[src/hdl/ntw_pkg.sv]
// Shared types and constants for the number-to-words token block.
// Used by ntw_bcd_conv, ntw_tok_seq and number_to_english_word_tokens_core.
package ntw_pkg;

    // Input value and decimal digit geometry.
    localparam int VALUE_W = 31;
    localparam int NUM_DIG = 10;
    localparam int DIG_W   = 4;
    localparam int CNT_W   = $clog2(VALUE_W + 1);
    localparam int TOK_W   = 5;

    // Word token codes.
    localparam logic [TOK_W-1:0] TOK_ZERO      = 5'd0;
    localparam logic [TOK_W-1:0] TOK_TEN       = 5'd10;
    localparam logic [TOK_W-1:0] TOK_TENS_BASE = 5'd18;
    localparam logic [TOK_W-1:0] TOK_HUNDRED   = 5'd28;
    localparam logic [TOK_W-1:0] TOK_THOUSAND  = 5'd29;
    localparam logic [TOK_W-1:0] TOK_MILLION   = 5'd30;
    localparam logic [TOK_W-1:0] TOK_BILLION   = 5'd31;

    // Index of the last digit group (the plain remainder, no scale word).
    localparam logic [1:0] GRP_LAST = 2'd3;

    // Packed decimal digits, digit 0 is the least significant.
    typedef logic [NUM_DIG-1:0][DIG_W-1:0] t_bcd;

    // One output beat from the token sequencer.
    typedef struct packed {
        logic             vld;
        logic [TOK_W-1:0] word;
        logic             last;
    } t_tok_beat;

endpackage

[src/hdl/ntw_bcd_conv.sv]
// Bit-serial binary to decimal converter (shift and add-3), one bit per cycle.
// Depends on ntw_pkg for widths and the digit vector type.
module ntw_bcd_conv import ntw_pkg::*; (
    input  logic               i_clk,
    input  logic               i_rst_n,
    input  logic               i_go,
    input  logic [VALUE_W-1:0] i_value,
    output logic               o_done,
    output t_bcd               o_bcd
);

    typedef enum logic [1:0] {
        S_IDLE  = 2'b01,
        S_SHIFT = 2'b10
    } t_state;

    t_state                     r_state, n_state;
    logic [VALUE_W-1:0]         r_bin, n_bin;
    t_bcd                       r_bcd, n_bcd;
    logic [CNT_W-1:0]           r_cnt, n_cnt;
    logic                       r_done, n_done;
    t_bcd                       w_adj;
    logic [NUM_DIG*DIG_W-1:0]   w_adj_bits;

    // Add three to every digit of five or more before the shift.
    always_comb begin
        for (int d = 0; d < NUM_DIG; d++) begin
            w_adj[d] = (r_bcd[d] >= DIG_W'(5)) ? r_bcd[d] + DIG_W'(3) : r_bcd[d];
        end
    end

    // Flat view of the adjusted digits for the one-bit shift.
    assign w_adj_bits = w_adj;

    // Sequencer: load, then shift one input bit into the digits per cycle.
    always_comb begin
        n_state = r_state;
        n_bin   = r_bin;
        n_bcd   = r_bcd;
        n_cnt   = r_cnt;
        n_done  = 1'b0;
        unique case (r_state)
            S_IDLE: begin
                if (i_go) begin
                    n_bin   = i_value;
                    n_bcd   = '0;
                    n_cnt   = '0;
                    n_state = S_SHIFT;
                end
            end
            S_SHIFT: begin
                n_bcd = t_bcd'({w_adj_bits[NUM_DIG*DIG_W-2:0], r_bin[VALUE_W-1]});
                n_bin = {r_bin[VALUE_W-2:0], 1'b0};
                n_cnt = r_cnt + CNT_W'(1);
                if (r_cnt == CNT_W'(VALUE_W - 1)) begin
                    n_done  = 1'b1;
                    n_state = S_IDLE;
                end
            end
            default: n_state = S_IDLE;
        endcase
    end

    always_ff @(posedge i_clk) begin
        if (!i_rst_n) begin
            r_state <= S_IDLE;
            r_done  <= 1'b0;
            r_cnt   <= '0;
        end else begin
            r_state <= n_state;
            r_done  <= n_done;
            r_cnt   <= n_cnt;
        end
        r_bin <= n_bin;
        r_bcd <= n_bcd;
    end

    assign o_done = r_done;
    assign o_bcd  = r_bcd;

endmodule

[src/hdl/ntw_tok_seq.sv]
// Token sequencer: walks the four digit groups and emits one word per beat.
// Depends on ntw_pkg for token codes, the digit vector and the beat struct.
module ntw_tok_seq import ntw_pkg::*; (
    input  logic      i_clk,
    input  logic      i_rst_n,
    input  logic      i_go,
    input  t_bcd      i_bcd,
    output t_tok_beat o_beat
);

    typedef enum logic [6:0] {
        S_IDLE  = 7'b0000001,
        S_HDIG  = 7'b0000010,
        S_HWORD = 7'b0000100,
        S_TENS  = 7'b0001000,
        S_UNITS = 7'b0010000,
        S_SCALE = 7'b0100000,
        S_FLUSH = 7'b1000000
    } t_state;

    t_state           r_state, n_state;
    t_bcd             r_dig, n_dig;
    logic [1:0]       r_grp, n_grp;
    logic             r_pend_vld, n_pend_vld;
    logic [TOK_W-1:0] r_pend, n_pend;
    t_tok_beat        r_beat, n_beat;

    logic [DIG_W-1:0] w_h, w_t, w_u;
    logic             w_nz;
    logic             w_emit;
    logic [TOK_W-1:0] w_tok;

    // Pick the hundreds, tens and units digits of the current group.
    always_comb begin
        unique case (r_grp)
            2'd0: begin
                w_h = '0;
                w_t = '0;
                w_u = r_dig[9];
            end
            2'd1: begin
                w_h = r_dig[8];
                w_t = r_dig[7];
                w_u = r_dig[6];
            end
            2'd2: begin
                w_h = r_dig[5];
                w_t = r_dig[4];
                w_u = r_dig[3];
            end
            default: begin
                w_h = r_dig[2];
                w_t = r_dig[1];
                w_u = r_dig[0];
            end
        endcase
        w_nz = (w_h != '0) || (w_t != '0) || (w_u != '0);
    end

    // Step through the phases of a group; each phase yields at most one token.
    always_comb begin
        n_state = r_state;
        n_dig   = r_dig;
        n_grp   = r_grp;
        w_emit  = 1'b0;
        w_tok   = TOK_ZERO;
        unique case (r_state)
            S_IDLE: begin
                if (i_go) begin
                    n_dig   = i_bcd;
                    n_grp   = '0;
                    n_state = (i_bcd == '0) ? S_FLUSH : S_HDIG;
                end
            end
            S_HDIG: begin
                w_emit  = (w_h != '0);
                w_tok   = TOK_W'(w_h);
                n_state = S_HWORD;
            end
            S_HWORD: begin
                w_emit  = (w_h != '0);
                w_tok   = TOK_HUNDRED;
                n_state = S_TENS;
            end
            S_TENS: begin
                // Twenty and above take a tens word; ten to nineteen are one word.
                priority if (w_t >= DIG_W'(2)) begin
                    w_emit = 1'b1;
                    w_tok  = TOK_TENS_BASE + TOK_W'(w_t);
                end else if (w_t == DIG_W'(1)) begin
                    w_emit = 1'b1;
                    w_tok  = TOK_TEN + TOK_W'(w_u);
                end else begin
                    w_emit = (w_u != '0);
                    w_tok  = TOK_W'(w_u);
                end
                n_state = S_UNITS;
            end
            S_UNITS: begin
                w_emit  = (w_t >= DIG_W'(2)) && (w_u != '0);
                w_tok   = TOK_W'(w_u);
                n_state = S_SCALE;
            end
            S_SCALE: begin
                w_emit = w_nz && (r_grp != GRP_LAST);
                w_tok  = TOK_BILLION - TOK_W'(r_grp);
                if (r_grp == GRP_LAST) begin
                    n_state = S_FLUSH;
                end else begin
                    n_grp   = r_grp + 2'd1;
                    n_state = S_HDIG;
                end
            end
            S_FLUSH: begin
                n_state = S_IDLE;
            end
            default: n_state = S_IDLE;
        endcase
    end

    // Hold one token back so the final one can carry the last flag.
    always_comb begin
        n_pend_vld = r_pend_vld;
        n_pend     = r_pend;
        n_beat     = '0;
        priority if (r_state == S_IDLE && i_go) begin
            n_pend_vld = (i_bcd == '0);
            n_pend     = TOK_ZERO;
        end else if (r_state == S_FLUSH) begin
            n_beat     = '{vld: r_pend_vld, word: r_pend, last: 1'b1};
            n_pend_vld = 1'b0;
        end else if (w_emit) begin
            n_beat     = '{vld: r_pend_vld, word: r_pend, last: 1'b0};
            n_pend_vld = 1'b1;
            n_pend     = w_tok;
        end else begin
            n_pend_vld = r_pend_vld;
        end
    end

    always_ff @(posedge i_clk) begin
        if (!i_rst_n) begin
            r_state    <= S_IDLE;
            r_grp      <= '0;
            r_pend_vld <= 1'b0;
            r_beat     <= '0;
        end else begin
            r_state    <= n_state;
            r_grp      <= n_grp;
            r_pend_vld <= n_pend_vld;
            r_beat     <= n_beat;
        end
        r_dig  <= n_dig;
        r_pend <= n_pend;
    end

    assign o_beat = r_beat;

endmodule

[src/hdl/number_to_english_word_tokens_core.sv]
// Top level of the number-to-words token block: command handshake and busy.
// Depends on ntw_pkg, ntw_bcd_conv and ntw_tok_seq.
//
//  channel  | ports                 | handshake
//  ---------+-----------------------+-------------------------------------
//  input    | i_value               | taken when start is high, busy low
//  result   | o_word, o_last        | one cycle each, marked by o_strobe
//
// After the accepting edge an item passes the shift-and-add-3 converter, which
// shifts in all 31 bits of the value, the register that hands the digits over,
// the token sequencer (five phases for each of four digit groups), the flush
// state and the output register. busy drops after the final token has been on
// the ports, so a new item is taken only once the last is through. A value of
// zero skips the groups and goes from the hand-over straight to the flush state.
// Tokens come one per beat at most; o_last marks the final one.
// busy stays high from the accepted beat until after the final result beat.
// Reset is synchronous and active low; results cannot be held off.
module number_to_english_word_tokens_core import ntw_pkg::*; (
    input  logic               i_clk,
    input  logic               i_rst_n,
    input  logic               start,
    input  logic [VALUE_W-1:0] i_value,
    output logic               busy,
    output logic               o_strobe,
    output logic [TOK_W-1:0]   o_word,
    output logic               o_last
);

    logic      r_busy, n_busy;
    logic      w_accept;
    logic      w_conv_done;
    t_bcd      w_bcd;
    t_tok_beat w_beat;

    assign w_accept = start && !r_busy;

    // Busy from the accepted beat until the final token has gone out.
    always_comb begin
        n_busy = r_busy;
        priority if (w_accept) begin
            n_busy = 1'b1;
        end else if (w_beat.vld && w_beat.last) begin
            n_busy = 1'b0;
        end else begin
            n_busy = r_busy;
        end
    end

    always_ff @(posedge i_clk) begin
        if (!i_rst_n) begin
            r_busy <= 1'b0;
        end else begin
            r_busy <= n_busy;
        end
    end

    ntw_bcd_conv u_conv (
        .i_clk   (i_clk),
        .i_rst_n (i_rst_n),
        .i_go    (w_accept),
        .i_value (i_value),
        .o_done  (w_conv_done),
        .o_bcd   (w_bcd)
    );

    ntw_tok_seq u_seq (
        .i_clk   (i_clk),
        .i_rst_n (i_rst_n),
        .i_go    (w_conv_done),
        .i_bcd   (w_bcd),
        .o_beat  (w_beat)
    );

    assign busy     = r_busy;
    assign o_strobe = w_beat.vld;
    assign o_word   = w_beat.word;
    assign o_last   = w_beat.last;

endmodule
[config.mk]
export PLATFORM = sky130hd
export DESIGN_NAME = number_to_english_word_tokens_core
export DESIGN_NICKNAME = d
export VERILOG_FILES = /design/src/hdl/ntw_pkg.sv /design/src/hdl/ntw_bcd_conv.sv /design/src/hdl/ntw_tok_seq.sv /design/src/hdl/number_to_english_word_tokens_core.sv
export SDC_FILE = /design/constraint.sdc
export NUM_CORES = 1
export LEC_CHECK = 0
export ABC_CLOCK_PERIOD_IN_PS = 2890
export BUFFER_PORTS_ARGS = -buffer_cell sky130_fd_sc_hd__buf_2
export CORE_AREA = 2 2 172 123
export DETAILED_ROUTE_END_ITERATION = 6
export DIE_AREA = 0 0 174 125
export PLACE_DENSITY = 0.53
export SYNTH_ARGS = -nofsm -noshare
export SYNTH_HDL_FRONTEND = slang
export SYNTH_SLANG_ARGS = --single-unit
[constraint.sdc]
create_clock -name i_clk -period 2.89 [get_ports i_clk]
set_input_delay 0 -clock i_clk [delete_from_list [all_inputs] [get_ports i_clk]]
set_output_delay 0 -clock i_clk [all_outputs]
set_load 0.005 [all_outputs]
Word level (Yosys, flattened, before mapping)
Index checks and enable logic that the tools add are counted.

Output and inout bits: 8. Word-level logic and storage cells: 147. Register bits after elaboration: 142. Input port bits: 34.

Bitwise gates (word level): 2. Reductions and logical operators: 25. Order comparisons: 11. Equal/unequal tests: 19. Add/sub/neg operators: 15. Multiplexer cells: 43.

Operator list (count): 40-bit case mux with 2 select lines (1); 31-bit case mux with 2 select lines (1); 7-bit case mux with 6 select lines (1); 4-bit by 3-bit >= comparator with 1-bit output, second input constant (10); 40-bit logical NOT (1); 40-bit 2-to-1 mux (1); 4-bit by 2-bit adder with 4-bit output, second input constant (9); 4-bit 2-to-1 mux (9); 4-bit case mux with 3 select lines (3); 7-bit 2-to-1 mux (5); 31-bit 2-to-1 mux (1); 5-bit case mux with 5 select lines (1); 5-bit 2-to-1 mux (3); 4-bit nonzero test (3); 5-bit case mux with 2 select lines (1); 2-bit AND reduction (5); 1-bit 2-to-1 mux (8); 2-bit 2-to-1 mux (4); 2-bit case mux with 2 select lines (2); 7-bit by 1-bit equality test with 1-bit output, second input constant (1); 7-bit by 2-bit equality test with 1-bit output, second input constant (1); 7-bit by 3-bit equality test with 1-bit output, second input constant (1); 7-bit by 4-bit equality test with 1-bit output, second input constant (1); 7-bit by 5-bit equality test with 1-bit output, second input constant (1); other kinds (26) (41).

Longest topological paths before layout
Word-level depth: 10. Mapped depth: 14. Gate-level depth less buffers: 13.

Cells and area by module
From an unflattened synthesis, not the netlist that was laid out.

Cells, all modules: 651. Area, all modules: 6998.0 µm².

By module, submodules not included: ntw_bcd_conv (sequential area each 2292.2 µm², area an instance 4107.7 µm², instances 1, cells an instance 406); ntw_tok_seq (sequential area each 1641.6 µm², area an instance 2850.2 µm², instances 1, cells an instance 241); number_to_english_word_tokens_core (sequential area each 20.0 µm², area an instance 40.0 µm², instances 1, cells an instance 4).

Worst setup path after synthesis
Ideal clock, no wire load.

Path type: reg2reg. From: reg u_conv.r_state[1]. To: reg u_conv.r_bcd (netlist bit u_conv.o_bcd[0]) (enable). Stages on the path, launching flop included: 5. Setup time: 425 ps. Slack: 231 ps. Period minus slack after synthesis: 2659 ps. Buffers on the path: 1. Required time: 2465 ps. Arrival time: 2234 ps. Path through: dfxtp_1 -> nor2b_1 -> clkbuf_1 -> nor2_1 -> inv_1.

Longest elaborated chain between the ends: 3. Elaborated cells on any way between the ends: 5. Those cells by class: eq/ne (3); reduce/logical (2).

RTL lines: from (decl) (RTL line ntw_bcd_conv.sv:17) `t_state r_state, n_state;`; from (signal assigned) (RTL line ntw_bcd_conv.sv:70) `r_state <= n_state;`; 2-bit by 1-bit equality test with 1-bit output / 2-bit equality test (equally long branches) (RTL line ntw_bcd_conv.sv:42) `unique case (r_state)`; 2-bit by 1-bit != test with 1-bit output (no source line) / 2-bit nonzero test (equally long branches); 2-bit AND reduction (no source line) *; to (signal assigned) (RTL line ntw_bcd_conv.sv:75) `r_bcd <= n_bcd;`; to (decl) (RTL line ntw_bcd_conv.sv:19) `t_bcd r_bcd, n_bcd;`.

Mark *: on every way between the ends. The rest lies on a longest branch, timed or not. A chain may end at the register's enable or synchronous reset.

Final worst setup path
From: reg u_seq.r_grp[0]. To: reg u_seq.r_pend[2].

Longest elaborated chain between the ends: 8. Elaborated cells on any way between the ends: 26. Those cells by class: add/sub (3); order compare (1); eq/ne (4); mux (9); reduce/logical (9).

RTL lines: from (decl) (RTL line ntw_tok_seq.sv:23) `logic [1:0] r_grp, n_grp;`; from (signal assigned) (RTL line ntw_tok_seq.sv:149) `r_grp <= n_grp;`; branches (longest 8 deep; another with 4-bit by 4-bit adder with 5-bit output); to (signal assigned) (RTL line ntw_tok_seq.sv:154) `r_pend <= n_pend;`; to (decl) (RTL line ntw_tok_seq.sv:25) `logic [TOK_W-1:0] r_pend, n_pend;`.

Parallel ways; which one is timed is not known.

==> run metrics <==
status=completed; Die X=around 170 um; largest buffer count on any clock path=2; first-pass GRT wire length=26,000 um; total power=~0.0048 W; Max-Slew Margin vs Limit=63.3%; number of enable flip-flop cells after synthesis=111; # IOs=42; Layout area overhead=22.0%; clock-pin slew on the worst setup and hold paths=60 ps; Worst Max-Slew Pin Slew=about 550 ps; register bit count reported by yosys=142; total CTS buffers=17; R2R setup slack=160 ps; Combinational Power Share=approximately 6%; Sequential cell area=3950 um^2; antenna violations before repair=0; Die H=125 um; Starting Density=34.2%; TritonCTS clock tree=done; synthesized net count=713; Iter 0 DRT Violations=530; critical path startpoint category=flip-flop; Root Driver=clkbuf_16; remaining global-route overflow=0; Min Clock Period, post-route=2730 ps; H-tree Lvls=4; Sw Share=22.6%; gpl congestion=0.852; top post-synthesis cells by area=edfxtp_1 48%, dfxtp_1 8.9%, ha_1 6.7%, nand2_1 6.3%, nor2_1 3.4%; library cells used by synthesis=72; die area=21,800 um^2; Cells after Synth=642; layout cells sized above 1=15.1%; leakage power total=3.26 nW; Final Cycle Share=94.3%; worst skew pair latency=420 ps; Achievable Freq=0.367 GHz; Core Box Area=20,300 um^2; RSZ-0062 raised after global routing=no; pwr dens=573 nW/um^2; routed via count=about 5,000; CP Max Fanout=4; critical path class=flip-flop to flip-flop; Layout fillers=1,954; Final ANT Viol Nets=0; worst hold slack=375 ps; Hold Crit Class=primary input to flip-flop; ys flop type=edfxtp_1; synth cell count leaders=117 x nand2_1, 111 x edfxtp_1, 62 x nor2_1; Antenna diodes=0; skew final=11.6 ps; Cell Rows=44; post-detail-place hpwl=10,700 um; sequential share of power=48.4%; vias in the first global route=slightly below 5,000; post-synthesis sequential area ratio=a little under three fifths; Peak VDD IR=roughly 0.00036 V; Multi-input gate area=between 2000 and 3000 um^2; Worst setup EP type=flip-flop; final setup vio count=0; fin. max-slew vios=0; Cell Int Power=0.00375 W; NetSw=0.00110 W; setup_tns=0 ps; Syn Std Cell Area=6940 um^2; Hold Vio Cnt, Final=0; clock sink total=142; count leader, synth=nand2_1; cell taking the most area after synthesis=edfxtp_1; clock share of power=45.6%; post-synth top area share=between 40 and 50%; nets@finish=798; DR DRC count=0; Ys Warns=0; Total GRT Usage=15.3%; Req. time, crit path=3190 ps; wire length per cell=15.5 um; DRT Pass-1 Iters=6; share of async-settable or async-resettable flops after synthesis=0%; critical path data arrival time=3030 ps; Avg Synthesized Cell Area=10.8 um^2; via-per-instance ratio=4.95; Port Buffers=41; largest net degree at the start of global routing=69; final WL=15,700 um; max-cap violation count=0
state kept, by name, summed over array words and instances, names as in the netlist:
name / flops
u_seq.r_state: 7
u_seq.r_dig: 40
u_seq.r_pend_vld: 1
u_seq.r_grp: 2
u_conv.r_cnt: 5
u_conv.r_bin: 31
u_conv.o_done: 1
u_seq.r_pend: 5
busy: 1
u_conv.o_bcd: 40
u_seq.o_beat: 7
u_conv.r_state: 2
timing repair:
item,4_1_cts,5_1_grt
hold buffers,33,0
endpoints found under the setup margin,0,1
buffers inserted,0,1
resized for setup,0,4
endpoints found under the hold margin,38,0
power by group through the flow:
stage / clock network (W) / logic, W / registers, W
floorplan: 0 / 0.000179 / 0.00237
global placement: 0 / 0.000251 / 0.00238
detailed placement: 0 / 0.000262 / 0.00239
CTS: 0.00226 / 0.000299 / 0.00234
global route: 0.00235 / 0.000337 / 0.00235
finish: 0.00221 / 0.000295 / 0.00234
routing by layer:
metal  up-vias  share of wire, %  wire length, um  track usage (%)
met1      2447                51             7990             22.5
met5         -                 0                0                0
met3        25               4.7              744             3.59
li1       2454                 -                -                -
met2       103                43             6730             22.4
met4         0               1.5              242             4.65
worst max-delay path, cell delays in order, from the launching register on:
cell and delay [ps]:
dfxtp_1 400, inv_1 110, ha_1 270, a222oi_1 330, buf_4 180, a21oi_2 80
ha_1 300, mux2i_1 130, nor2_1 50, a311oi_1 310, nor3_1 100, a311oi_1 250
a21oi_1 100
placed cells by master (no fill, tap or decap), types with 9 or more instances in the layout:
cell / n
dlygate4sd3_1: 33
xor2_1: 10
clkbuf_16: 21
edfxtp_1: 111
xnor2_1: 11
nand2_1: 117
a21oi_1: 45
nor2_1: 62
buf_2: 41
buf_4: 9
o21ai_0: 19
inv_1: 32
nor3_1: 18
ha_1: 37
nand2b_1: 12
dfxtp_1: 31
area by class of cell:
class	instances	share of cell area, %
Sequential cell	142	46.7
Clock inverter	9	0.769
Tap cell	276	4.08
Timing Repair Buffer	85	7.60
Inverter	35	1.55
Clock buffer	23	6.43
Multi-Input combinational cell	446	32.9
per-stage QoR:
step	util [%]	setup slack (ps)	cell area, um^2	instances
floorplan	-	231	6940	642
global placement	37.0	175	7500	950
detailed placement	37.0	50.0	7500	950
CTS	41.7	40.3	8440	1015
global route	41.8	7.16	8460	1016
finish	41.8	164	8460	1016
final timing paths:
check                                      from               to  cells past startpoint
worst max-delay path             u_seq.r_grp[0]  u_seq.r_pend[2]                     12
worst max register to register   u_seq.r_grp[0]  u_seq.r_pend[2]                     12
worst min-delay path                 i_value[1]  u_conv.r_bin[1]                      4
worst min register to register  u_seq.o_beat[6]             busy                      1
logic make-up after synthesis:
| kind of cell | Yosys count | synth area share (%) |
|---|---|---|
| mux | 3 | 0.451 |
| compound gates | 124 | 12.2 |
| buf+inv | 54 | 3.19 |
| flops | 142 | 57.0 |
| simple gates | 261 | 17.8 |
| fa+ha+maj | 37 | 6.67 |
| xor+xnor | 21 | 2.65 |
(Power assumes the default switching activity.)
